### src/hdl/dd_pkg.sv
// ----------------------------------------------------------------------------
// dd_pkg
// shared types, status codes and calendar tables for the date difference block
// ----------------------------------------------------------------------------
`default_nettype none

package dd_pkg;

    localparam int unsigned DAY_W    = 5;
    localparam int unsigned MONTH_W  = 4;
    localparam int unsigned YEAR_W   = 14;
    localparam int unsigned COUNT_W  = 22;
    localparam int unsigned STATUS_W = 2;
    localparam int unsigned CENT_W   = 8;
    localparam int unsigned CUM_W    = 9;

    localparam logic [STATUS_W-1:0] ST_OK         = 2'd0;
    localparam logic [STATUS_W-1:0] ST_NOT_BEFORE = 2'd1;
    localparam logic [STATUS_W-1:0] ST_INVALID    = 2'd2;

    localparam logic [YEAR_W-1:0]  YEAR_MAX  = 14'd9999;
    localparam logic [MONTH_W-1:0] MONTH_FEB = 4'd2;

    typedef enum logic [2:0] {
        S_IDLE,
        S_DIV,
        S_LEAP,
        S_SUM,
        S_FIN
    } t_state;

    typedef struct packed {
        logic capture;
        logic div;
        logic leap;
        logic sum;
        logic finish;
        logic sel;
    } t_cmd;

    // days of the month outside february, for months 1..12
    function automatic logic [DAY_W-1:0] month_len(input logic [MONTH_W-1:0] m);
        logic [DAY_W-1:0] len;
        case (m)
            4'd4, 4'd6, 4'd9, 4'd11: len = 5'd30;
            4'd2:                    len = 5'd28;
            default:                 len = 5'd31;
        endcase
        return len;
    endfunction

    // days in the year before the first of the month, common year
    function automatic logic [CUM_W-1:0] cum_days(input logic [MONTH_W-1:0] m);
        logic [CUM_W-1:0] c;
        case (m)
            4'd2:    c = 9'd31;
            4'd3:    c = 9'd59;
            4'd4:    c = 9'd90;
            4'd5:    c = 9'd120;
            4'd6:    c = 9'd151;
            4'd7:    c = 9'd181;
            4'd8:    c = 9'd212;
            4'd9:    c = 9'd243;
            4'd10:   c = 9'd273;
            4'd11:   c = 9'd304;
            4'd12:   c = 9'd334;
            default: c = 9'd0;
        endcase
        return c;
    endfunction

endpackage

`default_nettype wire

### src/hdl/dd_ctrl.sv
// ----------------------------------------------------------------------------
// dd_ctrl
// sequencer: takes a request, steps the datapath through both dates, hands off
// ----------------------------------------------------------------------------
`default_nettype none

module dd_ctrl
    import dd_pkg::*;
(
    input  wire  i_clk,
    input  wire  i_rst_n,
    input  wire  i_in_valid,
    output logic o_in_ready,
    output logic o_out_valid,
    input  wire  i_out_ready,
    output t_cmd o_cmd
);

    t_state r_state, n_state;
    logic   r_sel, n_sel;
    logic   r_out_full, n_out_full;

    always_ff @(posedge i_clk) begin
        if (!i_rst_n) begin
            r_state    <= S_IDLE;
            r_sel      <= 1'b0;
            r_out_full <= 1'b0;
        end else begin
            r_state    <= n_state;
            r_sel      <= n_sel;
            r_out_full <= n_out_full;
        end
    end

    always_comb begin
        n_state    = r_state;
        n_sel      = r_sel;
        n_out_full = r_out_full && !i_out_ready;
        o_cmd      = '0;
        o_cmd.sel  = r_sel;
        o_in_ready = 1'b0;
        case (r_state)
            S_IDLE: begin
                o_in_ready = 1'b1;
                if (i_in_valid) begin
                    o_cmd.capture = 1'b1;
                    n_sel         = 1'b0;
                    n_state       = S_DIV;
                end
            end
            S_DIV: begin
                o_cmd.div = 1'b1;
                n_state   = S_LEAP;
            end
            S_LEAP: begin
                o_cmd.leap = 1'b1;
                n_state    = S_SUM;
            end
            S_SUM: begin
                o_cmd.sum = 1'b1;
                if (!r_sel) begin
                    n_sel   = 1'b1;
                    n_state = S_DIV;
                end else begin
                    n_state = S_FIN;
                end
            end
            S_FIN: begin
                // wait for the output register to drain
                if (!r_out_full || i_out_ready) begin
                    o_cmd.finish = 1'b1;
                    n_out_full   = 1'b1;
                    n_state      = S_IDLE;
                end
            end
            default: begin
                n_state = S_IDLE;
            end
        endcase
    end

    assign o_out_valid = r_out_full;

endmodule

`default_nettype wire

### src/hdl/dd_dpath.sv
// ----------------------------------------------------------------------------
// dd_dpath
// day number datapath: century split, leap test, serial day sum, final compare
// ----------------------------------------------------------------------------
`default_nettype none

module dd_dpath
    import dd_pkg::*;
(
    input  wire                  i_clk,
    input  t_cmd                 i_cmd,
    input  wire  [47:0]          i_data,
    input  wire                  i_inc,
    output logic [COUNT_W-1:0]   o_count,
    output logic [STATUS_W-1:0]  o_status
);

    logic [DAY_W-1:0]    r_sd, r_ed;
    logic [MONTH_W-1:0]  r_sm, r_em;
    logic [YEAR_W-1:0]   r_sy, r_ey;
    logic                r_inc;
    logic                r_ok;
    logic [CENT_W-1:0]   r_qy, r_qp;
    logic [COUNT_W-1:0]  r_base;
    logic [CUM_W-1:0]    r_cum;
    logic                r_adj;
    logic [COUNT_W-1:0]  r_dn_a, r_dn_b;
    logic [COUNT_W-1:0]  r_count;
    logic [STATUS_W-1:0] r_status;

    logic [DAY_W-1:0]    cur_d;
    logic [MONTH_W-1:0]  cur_m;
    logic [YEAR_W-1:0]   cur_y, cur_py;
    logic [26:0]         prod_y, prod_p;
    logic [22:0]         prod_365;
    logic [YEAR_W-1:0]   rem100;
    logic                leap;
    logic [DAY_W-1:0]    dim;
    logic                date_ok;
    logic [COUNT_W-1:0]  day_num;

    assign cur_d  = i_cmd.sel ? r_ed : r_sd;
    assign cur_m  = i_cmd.sel ? r_em : r_sm;
    assign cur_y  = i_cmd.sel ? r_ey : r_sy;
    assign cur_py = cur_y - 14'd1;

    // divide by 100 through the reciprocal 5243 / 2^19
    assign prod_y   = 27'(cur_y) * 27'd5243;
    assign prod_p   = 27'(cur_py) * 27'd5243;
    assign prod_365 = 23'(cur_py) * 23'd365;

    assign rem100 = cur_y - 14'(15'(r_qy) * 15'd100);
    assign leap   = ((cur_y[1:0] == 2'd0) && (rem100 != '0)) ||
                    ((rem100 == '0) && (r_qy[1:0] == 2'd0));
    assign dim    = (cur_m == MONTH_FEB) ? (leap ? 5'd29 : 5'd28) : month_len(cur_m);
    assign date_ok = (cur_y >= 14'd1) && (cur_y <= YEAR_MAX) &&
                     (cur_m >= 4'd1) && (cur_m <= 4'd12) &&
                     (cur_d >= 5'd1) && (cur_d <= dim);

    assign day_num = r_base + 22'(cur_py >> 2) - 22'(r_qp) + 22'(r_qp >> 2)
                   + 22'(r_cum) + 22'(r_adj) + 22'(cur_d);

    always_ff @(posedge i_clk) begin
        if (i_cmd.capture) begin
            r_sd  <= i_data[4:0];
            r_sm  <= i_data[8:5];
            r_sy  <= i_data[22:9];
            r_ed  <= i_data[27:23];
            r_em  <= i_data[31:28];
            r_ey  <= i_data[45:32];
            r_inc <= i_inc;
            r_ok  <= 1'b1;
        end
        if (i_cmd.div) begin
            r_qy <= prod_y[26:19];
            r_qp <= prod_p[26:19];
        end
        if (i_cmd.leap) begin
            r_base <= prod_365[COUNT_W-1:0];
            r_cum  <= cum_days(cur_m);
            r_adj  <= leap && (cur_m > MONTH_FEB);
            r_ok   <= r_ok && date_ok;
        end
        if (i_cmd.sum) begin
            if (i_cmd.sel) begin
                r_dn_b <= day_num;
            end else begin
                r_dn_a <= day_num;
            end
        end
        if (i_cmd.finish) begin
            if (!r_ok) begin
                r_count  <= '0;
                r_status <= ST_INVALID;
            end else if (r_dn_a >= r_dn_b) begin
                r_count  <= '0;
                r_status <= ST_NOT_BEFORE;
            end else begin
                r_count  <= r_dn_b - r_dn_a + 22'(r_inc);
                r_status <= ST_OK;
            end
        end
    end

    assign o_count  = r_count;
    assign o_status = r_status;

endmodule

`default_nettype wire

### src/hdl/date_difference_in_days.sv
// ----------------------------------------------------------------------------
// date_difference_in_days
// days between two gregorian dates, with range and ordering checks
// ----------------------------------------------------------------------------
// One request carries a start and an end date and an include-end-day flag and
// gives one result: the day count and a status (ok, start not before end,
// invalid date). A request holds the block from the accepting cycle through
// the century split, leap test and day number sum steps for each date in turn,
// all through a single shared datapath, and then the final compare, which
// writes the result into the output register. No new request is taken until
// the block is done with the last one. The next request is taken while a
// result still waits in the output register. If the previous result is still
// waiting when the next one is done, the block holds in its final step until
// the output drains.
`default_nettype none

module date_difference_in_days
    import dd_pkg::*;
(
    input  wire         i_clk,
    input  wire         i_rst_n,
    input  wire         i_s_axis_tvalid,
    output logic        o_s_axis_tready,
    // start_day, start_month, start_year, end_day, end_month, end_year, zero pad
    input  wire  [47:0] i_s_axis_tdata,
    // include_end_day
    input  wire         i_s_axis_tuser,
    output logic        o_m_axis_tvalid,
    input  wire         i_m_axis_tready,
    // day_count, zero pad
    output logic [23:0] o_m_axis_tdata,
    // status
    output logic [1:0]  o_m_axis_tuser
);

    t_cmd                cmd;
    logic [COUNT_W-1:0]  count;
    logic [STATUS_W-1:0] status;

    dd_ctrl u_ctrl (
        .i_clk       (i_clk),
        .i_rst_n     (i_rst_n),
        .i_in_valid  (i_s_axis_tvalid),
        .o_in_ready  (o_s_axis_tready),
        .o_out_valid (o_m_axis_tvalid),
        .i_out_ready (i_m_axis_tready),
        .o_cmd       (cmd)
    );

    dd_dpath u_dpath (
        .i_clk    (i_clk),
        .i_cmd    (cmd),
        .i_data   (i_s_axis_tdata),
        .i_inc    (i_s_axis_tuser),
        .o_count  (count),
        .o_status (status)
    );

    assign o_m_axis_tdata = {2'b00, count};
    assign o_m_axis_tuser = status;

    a_no_status3: assert property (@(posedge i_clk) disable iff (!i_rst_n)
        o_m_axis_tvalid |-> (o_m_axis_tuser != 2'd3))
        else $error("status code 3 on output");

    a_zero_on_error: assert property (@(posedge i_clk) disable iff (!i_rst_n)
        (o_m_axis_tvalid && (o_m_axis_tuser != ST_OK)) |-> (o_m_axis_tdata == '0))
        else $error("nonzero count with error status");

    a_ok_nonzero: assert property (@(posedge i_clk) disable iff (!i_rst_n)
        (o_m_axis_tvalid && (o_m_axis_tuser == ST_OK)) |-> (o_m_axis_tdata != '0))
        else $error("zero count with ok status");

    a_one_in_flight: assert property (@(posedge i_clk) disable iff (!i_rst_n)
        (i_s_axis_tvalid && o_s_axis_tready) |=> !o_s_axis_tready)
        else $error("second request taken while busy");

endmodule

`default_nettype wire
### config.mk
export PLATFORM = sky130hd
export DESIGN_NAME = date_difference_in_days
export DESIGN_NICKNAME = d
export VERILOG_FILES = /design/src/hdl/dd_pkg.sv /design/src/hdl/dd_ctrl.sv /design/src/hdl/dd_dpath.sv /design/src/hdl/date_difference_in_days.sv
export SDC_FILE = /design/constraint.sdc
export NUM_CORES = 1
export LEC_CHECK = 0
export BUFFER_PORTS_ARGS = -buffer_cell sky130_fd_sc_hd__buf_2
export CORE_MARGIN = 3
export CORE_UTILIZATION = 45
export CTS_BUF_LIST = sky130_fd_sc_hd__clkbuf_2
export CTS_CLUSTER_SIZE = 16
export DETAILED_ROUTE_END_ITERATION = 10
export PLACE_DENSITY_LB_ADDON = 0.15
export SYNTH_ARGS = -nofsm -noshare
export SYNTH_HDL_FRONTEND = slang
export SYNTH_SLANG_ARGS = --single-unit
export TNS_END_PERCENT = 30
### constraint.sdc
create_clock -name i_clk -period 15.95 [get_ports i_clk]
set_clock_uncertainty 0.1 [all_clocks]
set_input_delay 1.595 -clock i_clk [delete_from_list [all_inputs] [get_ports i_clk]]
set_output_delay 1.595 -clock i_clk [all_outputs]
set_load 0.01 [all_outputs]
==> flow_summary.toml, run 1 <==
[layout]
area_growth_pct = 7.43
fin_util_pct = 49.3
mostFrequentLayoutCell = "inv_1"
mostFrequentLayoutCells = "inv_1, ha_1, fa_1, edfxtp_1, buf_2"
fillers = 3954
finalInstanceArea_mm2 = 0.0214
drive_above_1_share_pct = 8.22
final-seq-area_mm2 = 0.00502
multi_input_area_mm2 = 0.0132
nets = 2636

[floorplanning]
row_count = 76
die_h_um = 217
die_area_mm2 = 0.0469
core_mm2 = 0.0435
initial_utilization_pct = 45.9
fp.dieW_um = 217
ios = 81

[clock_tree]
clkTransAtPathRegs_ns = 0.31
cts_made_buffers = 17
htree_levels = 4
cts_resized = 0
clk_path_buf_depth = 2
post_cts_buffers = 0
clkSinkCount = 169
clkLatencyLatePin_ns = 1.00
cts_hold_buf = 0
clockRootBuffer = "clkbuf_2"
cts_tree = "done"

[global_routing]
grt_pass1_vias = 13600
grt_pass1_wl_um = 65700
antenna_found_initial = 2
grt-ovfl-total = 0
grt_max_degree = 46
grtUsageTotal_pct = 17.8

[setup_path]
critical_path_required_ns = 16.60
cp_slowest_stage_delay_ns = 0.78
r2r_slack_ns = 6.80
cp-start-kind = "flip-flop"
crit_type = "reg2reg"
cp_slowest_cell = "mux2i_1"
worstReg2RegStart = "u_ctrl.r_sel$_SDFFE_PN0P_"
reg2regPathDepth = 28
crit_buf_inv = 7
path_delay_family = "adder cells"
path_max_fanout = 27
critPathCaptureType = "flip-flop"
reg2reg_to = "u_dpath.r_qp[7]$_DFFE_PP_"
crit_top_cell = "inv_1"
worstPathArrival_ns = 9.80
worstSetupStartpoint = "u_ctrl.r_sel$_SDFFE_PN0P_"

[sta]
drv_slew = 0
tightestPinTransition_ns = 1.15
setup_viol = 0
relSlewSlack_pct = 22.6
min_period_ns = 9.15
rsz0062_at_grt = "no"
hold_viol_final = 0
fin_crit_sh_pct = 57.4
finalSetupTns_ns = 0
fmax_ghz = 0.109

[synthesis]
syn_area_per_cell_um2 = 10.7
synth_warnings = 0
synth_cells = 1868
synth_async_sr_flop_share_pct = 0
ys_seq_elements = 169
syn-cell-area_mm2 = 0.0200
synth-edff-count = 164
seq_area_frac_synth_pct = 25.2
ys.flop_type = "edfxtp_1"
yosysUniqueCellTypes = 77

[hold_path]
holdCritPathClass = "reg2reg"
holdCritStartpoint = "u_ctrl.r_state[2]$_SDFFE_PN0P_"
whs_endpoint = "u_ctrl.o_out_valid$_SDFF_PN0_"
holdPathStages = 2

[route]
routed_wl_um = 38900
route.vias.total = 12800
drc = 0
drtAntennaViolNets = 0
drtIter0Drc = 567
post_drt_wl_per_cell_um = 15.2
firstDrtPassIters = 6
viasPerCell = 4.99

[status]
outcome = "finished clean"

[placement]
place_congestion = 0.920
place_area_mm2 = 0.0212
dp_hpwl_um = 33900
io_buffers = 76

[flow_run]
drv_cap = 0
## flip-flops by register name (all words and copies together) (netlist names)
signal,flops
u_ctrl.o_out_valid,1
u_dpath.r_ok,1
u_dpath.o_count,22
u_dpath.r_sy,14
u_dpath.r_sd,5
u_dpath.r_dn_b,22
u_dpath.r_qy,8
u_dpath.r_ey,14
u_ctrl.r_state,3
u_dpath.r_cum,9
u_ctrl.r_sel,1
u_dpath.r_qp,8
u_dpath.r_dn_a,22
u_dpath.r_inc,1
u_dpath.r_base,22
u_dpath.o_status,2
u_dpath.r_em,4
u_dpath.r_ed,5
u_dpath.r_sm,4
u_dpath.r_adj,1
## synth_stat cells (18+ instances only)
cell	n	area share (%)
inv_1	443	8.3
ha_1	415	26
fa_1	199	20
edfxtp_1	164	25
nor2_1	74	1.4
a21oi_1	61	1.5
nand2_1	58	1.1
xnor2_1	58	2.5
o21ai_0	50	1.3
nor3_1	30	0.75
nand3_1	28	0.70
xor2_1	25	1.1
a21o_1	20	0.75
mux2i_1	20	1.0
nand2b_1	18	0.56
## area by class of cell
class	count	area share (%)
inverters	443	7.76
well taps	585	3.41
clock buffers	17	0.397
clock inverters	15	0.852
flip-flops and latches	169	23.4
repair buffers	93	2.37
multi-input cells	1245	61.7
diodes	2	0.0233
## worst reg2reg max path, delay by kind of cell (launching register included)
family                   cells  cell delay [ns]
AO/OA/AOI/OAI                8             1.90
buffers and inverters        7             1.06
AND/OR/NAND/NOR              3             0.83
adder cells (fa/ha/maj)      7             3.08
XOR/XNOR                     2             0.63
flip-flops                   1             0.47
multiplexers                 1             0.81
## per-stage QoR
stage | hold slack, ns | std cells | setup slack [ns]
after floorplan | 0.458 | 1869 | 7.79
after detailed placement | 0.518 | 2535 | 6.86
after global routing | 0.479 | 2569 | 6.33
after CTS | 0.473 | 2567 | 6.76
after global placement | 0.527 | 2535 | 6.86
final | 0.548 | 2569 | 6.80
## per-layer routing
metal	routed length, µm	up-vias	global-route usage, %
li1	-	6407	-
met1	17100	6183	21.3
met2	19700	169	32.0
met3	1070	59	3.06
met4	1050	0	6.28
met5	0	-	0
## cell families (layout without fill, tap and decap cells)
family / count (synthesis) / count (layout) / synth area share (%)
simple gates: 281 / 281 / 7.00
fa+ha+maj: 614 / 614 / 46.0
mux: 27 / 27 / 1.45
xor+xnor: 83 / 83 / 3.64
flops: 169 / 169 / 25.2
buf+inv: 455 / 568 / 8.61
other cells: 1 / 4 / 0.0188
compound gates: 238 / 238 / 8.11
## worst max path at each step
| stage | slack, ns | cells after the start | end |
|---|---|---|---|
| floorplan | 7.79 | 29 | u_dpath.r_qp[7]$_DFFE_PP_ |
| global placement | 6.86 | 28 | u_dpath.r_qp[7]$_DFFE_PP_ |
| detailed placement | 6.86 | 28 | u_dpath.r_qp[7]$_DFFE_PP_ |
| CTS | 6.76 | 28 | u_dpath.r_qp[7]$_DFFE_PP_ |
| global route | 6.33 | 28 | u_dpath.r_qp[7]$_DFFE_PP_ |
| finish | 6.80 | 28 | u_dpath.r_qp[7]$_DFFE_PP_ |
Power of run 1 is left out: the tool's default activity adds up to more than one toggle a clock period on the data nets, which glitch-free logic cannot reach.
==> run 2: changes to the inputs <==
clock period = 7.76 ns   (was 15.95 ns; I/O delays follow)
==> run 2 against run 1 <==
  * Largest cell class unchanged
  * Global-route usage is 1.1 points higher
  * Cell count up 3.2%
  * Via count rose by 2.9%
  * Wire length rose by 6.3%
  * Critical path depth stayed put
  * First-iteration DRC count fell by 2.6%
==> flow_summary.toml, run 2 (synthesis results as in run 1) <==
[sta]
relSlewSlack_pct = 24.3
drv_slew = 0
hold_viol_final = 0
fmax_ghz = 0.136
setup_viol = 0
worst_slack_ns = 0.404
min_period_ns = 7.36
fin_crit_sh_pct = 94.8
tightestPinTransition_ns = 1.13

[setup_path]
crit_type = "reg2reg"
cp_slowest_cell = "fa_1"
worstPathArrival_ns = 7.96
path_delay_family = "adder cells"
cp-start-kind = "flip-flop"
path_max_fanout = 7
critical_path_required_ns = 8.36
crit_top_cell = "inv_1"
cp_slowest_stage_delay_ns = 0.55
critPathCaptureType = "flip-flop"
crit_buf_inv = 8

[layout]
fin_cells = 2650
mostFrequentLayoutCells = "inv_1, ha_1, fa_1, edfxtp_1, buf_2"
nets = 2719
drive_above_1_share_pct = 10.1
area_growth_pct = 11.3
mostFrequentLayoutCell = "inv_1"
fin_util_pct = 51.1

[flow_run]
drv_cap = 0

[route]
firstDrtPassIters = 4
viasPerCell = 4.98
post_drt_wl_per_cell_um = 15.6
drtIter0Drc = 552
routed_wl_um = 41400
drtAntennaViolNets = 0
drc = 0
route.vias.total = 13200

[clock_tree]
cts_tree = "done"
clkTransAtPathRegs_ns = 0.26
clkSinkCount = 169
clk_path_buf_depth = 2
cts_made_buffers = 17
clkLatencyLatePin_ns = 0.95
clockRootBuffer = "clkbuf_2"
htree_levels = 4

[global_routing]
grtUsageTotal_pct = 18.9
grt_pass1_vias = 14000
gr-usage-met2_pct = 35.1
grt_util_met3_pct = 2.90
grt_max_degree = 46
grt-ovfl-total = 0
top_usage_layer = "met2"
grt_pass1_wl_um = 69400
antenna_found_initial = 1
use_met1_pct = 22.3

[floorplanning]
die_area_mm2 = 0.0469
fp.dieW_um = 217
ios = 81
row_count = 76
initial_utilization_pct = 45.9
die_h_um = 217
core_mm2 = 0.0435

[placement]
place_ws_ns = -0.0434
io_buffers = 76
place_congestion = 0.841
dp_hpwl_um = 35600
dp.cells = 2564

[status]
outcome = "finished clean"

[hold_path]
holdCritPathClass = "in2reg"
run 2: cell count changes in the layout (fill, tap and decap cells not counted), moves of 3 or more:
cell and delta:
buf_4 +33, clkinv_8 -4, dlygate4sd3_1 +50, mux2i_1 -5, mux2i_2 +4, o21ai_0 -3, xnor2_1 -4, xnor2_2 +3
run 2: final timing paths:
| check | start | cells past startpoint | slack, ns | end |
|---|---|---|---|---|
| max | u_ctrl.r_sel$_SDFFE_PN0P_ | 28 | 0.40 | u_dpath.r_qp[7]$_DFFE_PP_ |
| min | i_s_axis_tdata[0] | 2 | 0.40 | u_dpath.r_sd[0]$_DFFE_PP_ |
| max reg2reg | u_ctrl.r_sel$_SDFFE_PN0P_ | 28 | 0.40 | u_dpath.r_qp[7]$_DFFE_PP_ |
| min reg2reg | u_ctrl.r_state[2]$_SDFFE_PN0P_ | 2 | 0.57 | u_ctrl.o_out_valid$_SDFF_PN0_ |
run 2: cell type report:
class / instances / area [µm²]
inverter: 443 / 1660
sequential: 169 / 5030
clock inverter: 12 / 115
multi-input combinational: 1245 / 13300
antenna: 1 / 2.50
fill: 3966 / 21200
tap: 585 / 732
clock buffer: 19 / 95.1
timing repair buffer: 176 / 1260
run 2: repair_timing:
item / CTS / global route
hold endpoints to repair: 55 / 0
pin swaps: 1 / 2
setup endpoints to repair: 2 / 3
buffers inserted: 1 / 3
gates resized for setup: 2 / 13
hold buffers: 50 / 0
run 2: layer usage:
metal	part of all wire [%]	vias up
met5	0	-
met1	43	6438
li1	-	6566
met3	2.5	45
met2	52	145
met4	2.3	0
run 2: metrics by stage:
stage          hold WS (ns)  instance area (µm²)  setup TNS, ns
6_report              0.404                22200              0
5_1_grt               0.284                22200       -0.00121
4_1_cts               0.205                22100              0
3_5_place_dp          0.537                21400        -0.0434
3_3_place_gp          0.522                21400              0
2_1_floorplan         0.458                20000              0
run 2: worst reg2reg max path, delay by kind of cell (launching register included):
family          cells  cell delay, ns
compound gates      7            1.41
xor+xnor            2            0.21
fa+ha+maj           7            2.98
buf+inv             8            0.70
flops               1            0.46
mux                 1            0.39
simple gates        3            0.86
Power of run 2 is left out for the same reason.
==> run 3: changes to the inputs <==
SYNTH_HIERARCHICAL = 1   (was unset)
==> run 3 against run 2 <==
  * Flip-flop and latch count unchanged
  * Sequential share of layout area grew 0.18 points
  * Synthesized area fell by 0.40%
  * Via count is 0.45% lower
  * Register-to-register slack improved by 0.03 ns
  * Worst hold slack got worse by 0.24 ns
  * Cell count shrank 1.1%
  * Critical endpoint is now u_dpath/r_qp[5]$_DFFE_PP_
==> flow_summary.toml, run 3 <==
[clock_tree]
cts_made_buffers = 17
post_cts_buffers = 0
clockRootBuffer = "clkbuf_2"
clkTransAtPathRegs_ns = 0.30
cts_tree = "done"
clk_path_buf_depth = 2
clkLatencyLatePin_ns = 0.88
clkSinkCount = 169
htree_levels = 4

[synthesis]
synth_cells = 1853
yosysMostFrequentCell = "inv_1"
synth-edff-count = 164
yosysUniqueCellTypes = 75
synth_top_area_share_pct = 25.9
syn-cell-area_mm2 = 0.0199
synthTopCellsByArea = "ha_1, edfxtp_1, fa_1"
synth_common_cells = "inv_1, ha_1, fa_1, edfxtp_1, nor2_1"
seq_area_frac_synth_pct = 25.3
ys.flop_type = "edfxtp_1"
syn_area_per_cell_um2 = 10.7
synth_async_sr_flop_share_pct = 0
synth.largest_area_cell = "ha_1"
ys_seq_elements = 169
synth_warnings = 6

[sta]
drv_slew = 0
min_period_ns = 7.32
setup_viol = 0
worst_slack_ns = 0.436
finalSetupTns_ns = 0
tightestPinTransition_ns = 1.15
fin_crit_sh_pct = 94.4
rsz0062_at_grt = "no"
hold_viol_final = 0
relSlewSlack_pct = 23.2
fmax_ghz = 0.137

[floorplanning]
initial_utilization_pct = 45.8
ios = 81
fp.dieW_um = 216
die_h_um = 216
row_count = 76
die_area_mm2 = 0.0467
core_mm2 = 0.0434

[placement]
io_buffers = 76
place_ws_ns = 0.105
place_area_mm2 = 0.0212
place_congestion = 0.849
dp_hpwl_um = 34800

[setup_path]
path_depth = 28
worstPathArrival_ns = 7.84
cp_slowest_cell = "fa_1"
crit_type = "reg2reg"
critPathCaptureType = "flip-flop"
cp-start-kind = "flip-flop"
critical_path_required_ns = 8.28
cp_slowest_stage_delay_ns = 0.52
crit_top_cell = "inv_1"
path_delay_family = "adder cells"
path_max_fanout = 10
reg2regPathDepth = 28
crit_buf_inv = 7

[route]
drc = 0
firstDrtPassIters = 5
routed_wl_um = 41400
drtIter0Drc = 498
drtAntennaViolNets = 0
post_drt_wl_per_cell_um = 15.8
route.vias.total = 13100
viasPerCell = 5.01

[global_routing]
grtUsageTotal_pct = 18.5
grt_pass1_vias = 13900
grt-ovfl-total = 0
antenna_found_initial = 1
grt_max_degree = 48
grt_pass1_wl_um = 68700

[status]
outcome = "finished clean"

[hold_path]
holdPathStages = 3
holdCritPathClass = "in2reg"

[layout]
mostFrequentLayoutCells = "inv_1, ha_1, fa_1, edfxtp_1, buf_2"
mostFrequentLayoutCell = "inv_1"
area_growth_pct = 10.8
fillers = 4006
drive_above_1_share_pct = 8.66
finalInstanceArea_mm2 = 0.0220
fin_util_pct = 50.8
nets = 2684

[flow_run]
drv_cap = 0
-- run 3: cell types whose count changed in the layout (fill, tap and decap cells not counted), sizes merged, moves of 7 or more --
cell,delta
xnor2,+8
nand2b,-10
buf,-18
inv,-21
o21a,+8
or3,+8
o21bai,-7
-- run 3: logic make-up after synthesis --
| family | count (synthesis) | share of synthesized area [%] |
|---|---|---|
| multiplexers | 27 | 1.40 |
| adder cells (fa/ha/maj) | 611 | 46.0 |
| XOR/XNOR | 87 | 3.83 |
| AND/OR/NAND/NOR | 278 | 6.96 |
| buffers and inverters | 434 | 8.33 |
| AO/OA/AOI/OAI | 246 | 8.20 |
| flip-flops | 169 | 25.3 |
| other | 1 | 0.0189 |
-- run 3: repair_timing --
| action | 4_1_cts | 5_1_grt |
|---|---|---|
| endpoints found under the hold margin | 51 | 0 |
| hold buffers | 51 | 0 |
| setup endpoints to repair | 1 | 5 |
| resized for setup | 1 | 10 |
-- run 3: layer usage --
layer	vias up	track usage, %	routed length [µm]
li1	6534	-	-
met1	6340	21.5	17100
met2	192	34.3	21800
met3	68	2.85	1100
met4	0	7.11	1390
met5	-	0	0
-- run 3: final cells by class --
class	instances	area (µm²)	share of cell area, %
tap	585	732	3.32
clock buffer	17	85.1	0.386
inverter	422	1580	7.19
multi-input combinational	1251	13300	60.4
sequential	169	5020	22.8
timing repair buffer	159	1130	5.14
clock inverter	15	165	0.750
antenna	2	5.00	0.0227
-- run 3: path summary, 6_finish.rpt --
check,startpoint,endpoint,slack [ns]
hold / removal,i_m_axis_tready,u_ctrl/r_state[2]$_SDFFE_PN0P_,0.16
setup / recovery,u_ctrl/r_sel$_SDFFE_PN0P_,u_dpath/r_qp[5]$_DFFE_PP_,0.44
setup reg to reg,u_ctrl/r_sel$_SDFFE_PN0P_,u_dpath/r_qp[5]$_DFFE_PP_,0.44
hold reg to reg,u_ctrl/r_state[1]$_SDFFE_PN0P_,u_ctrl/r_state[1]$_SDFFE_PN0P_,0.60
-- run 3: worst min-delay path: cells and delay by family --
family	cells	cell delay (ns)
AO/OA/AOI/OAI	1	0.24
buffers and inverters	1	0.08
AND/OR/NAND/NOR	1	0.06
-- run 3: through the flow --
step | hold WS [ns] | instances
2_1_floorplan | 0.352 | 1854
3_3_place_gp | 0.553 | 2535
3_5_place_dp | 0.576 | 2535
4_1_cts | 0.00757 | 2618
5_1_grt | 0.0106 | 2619
6_report | 0.163 | 2620
Power of run 3 is left out for the same reason.
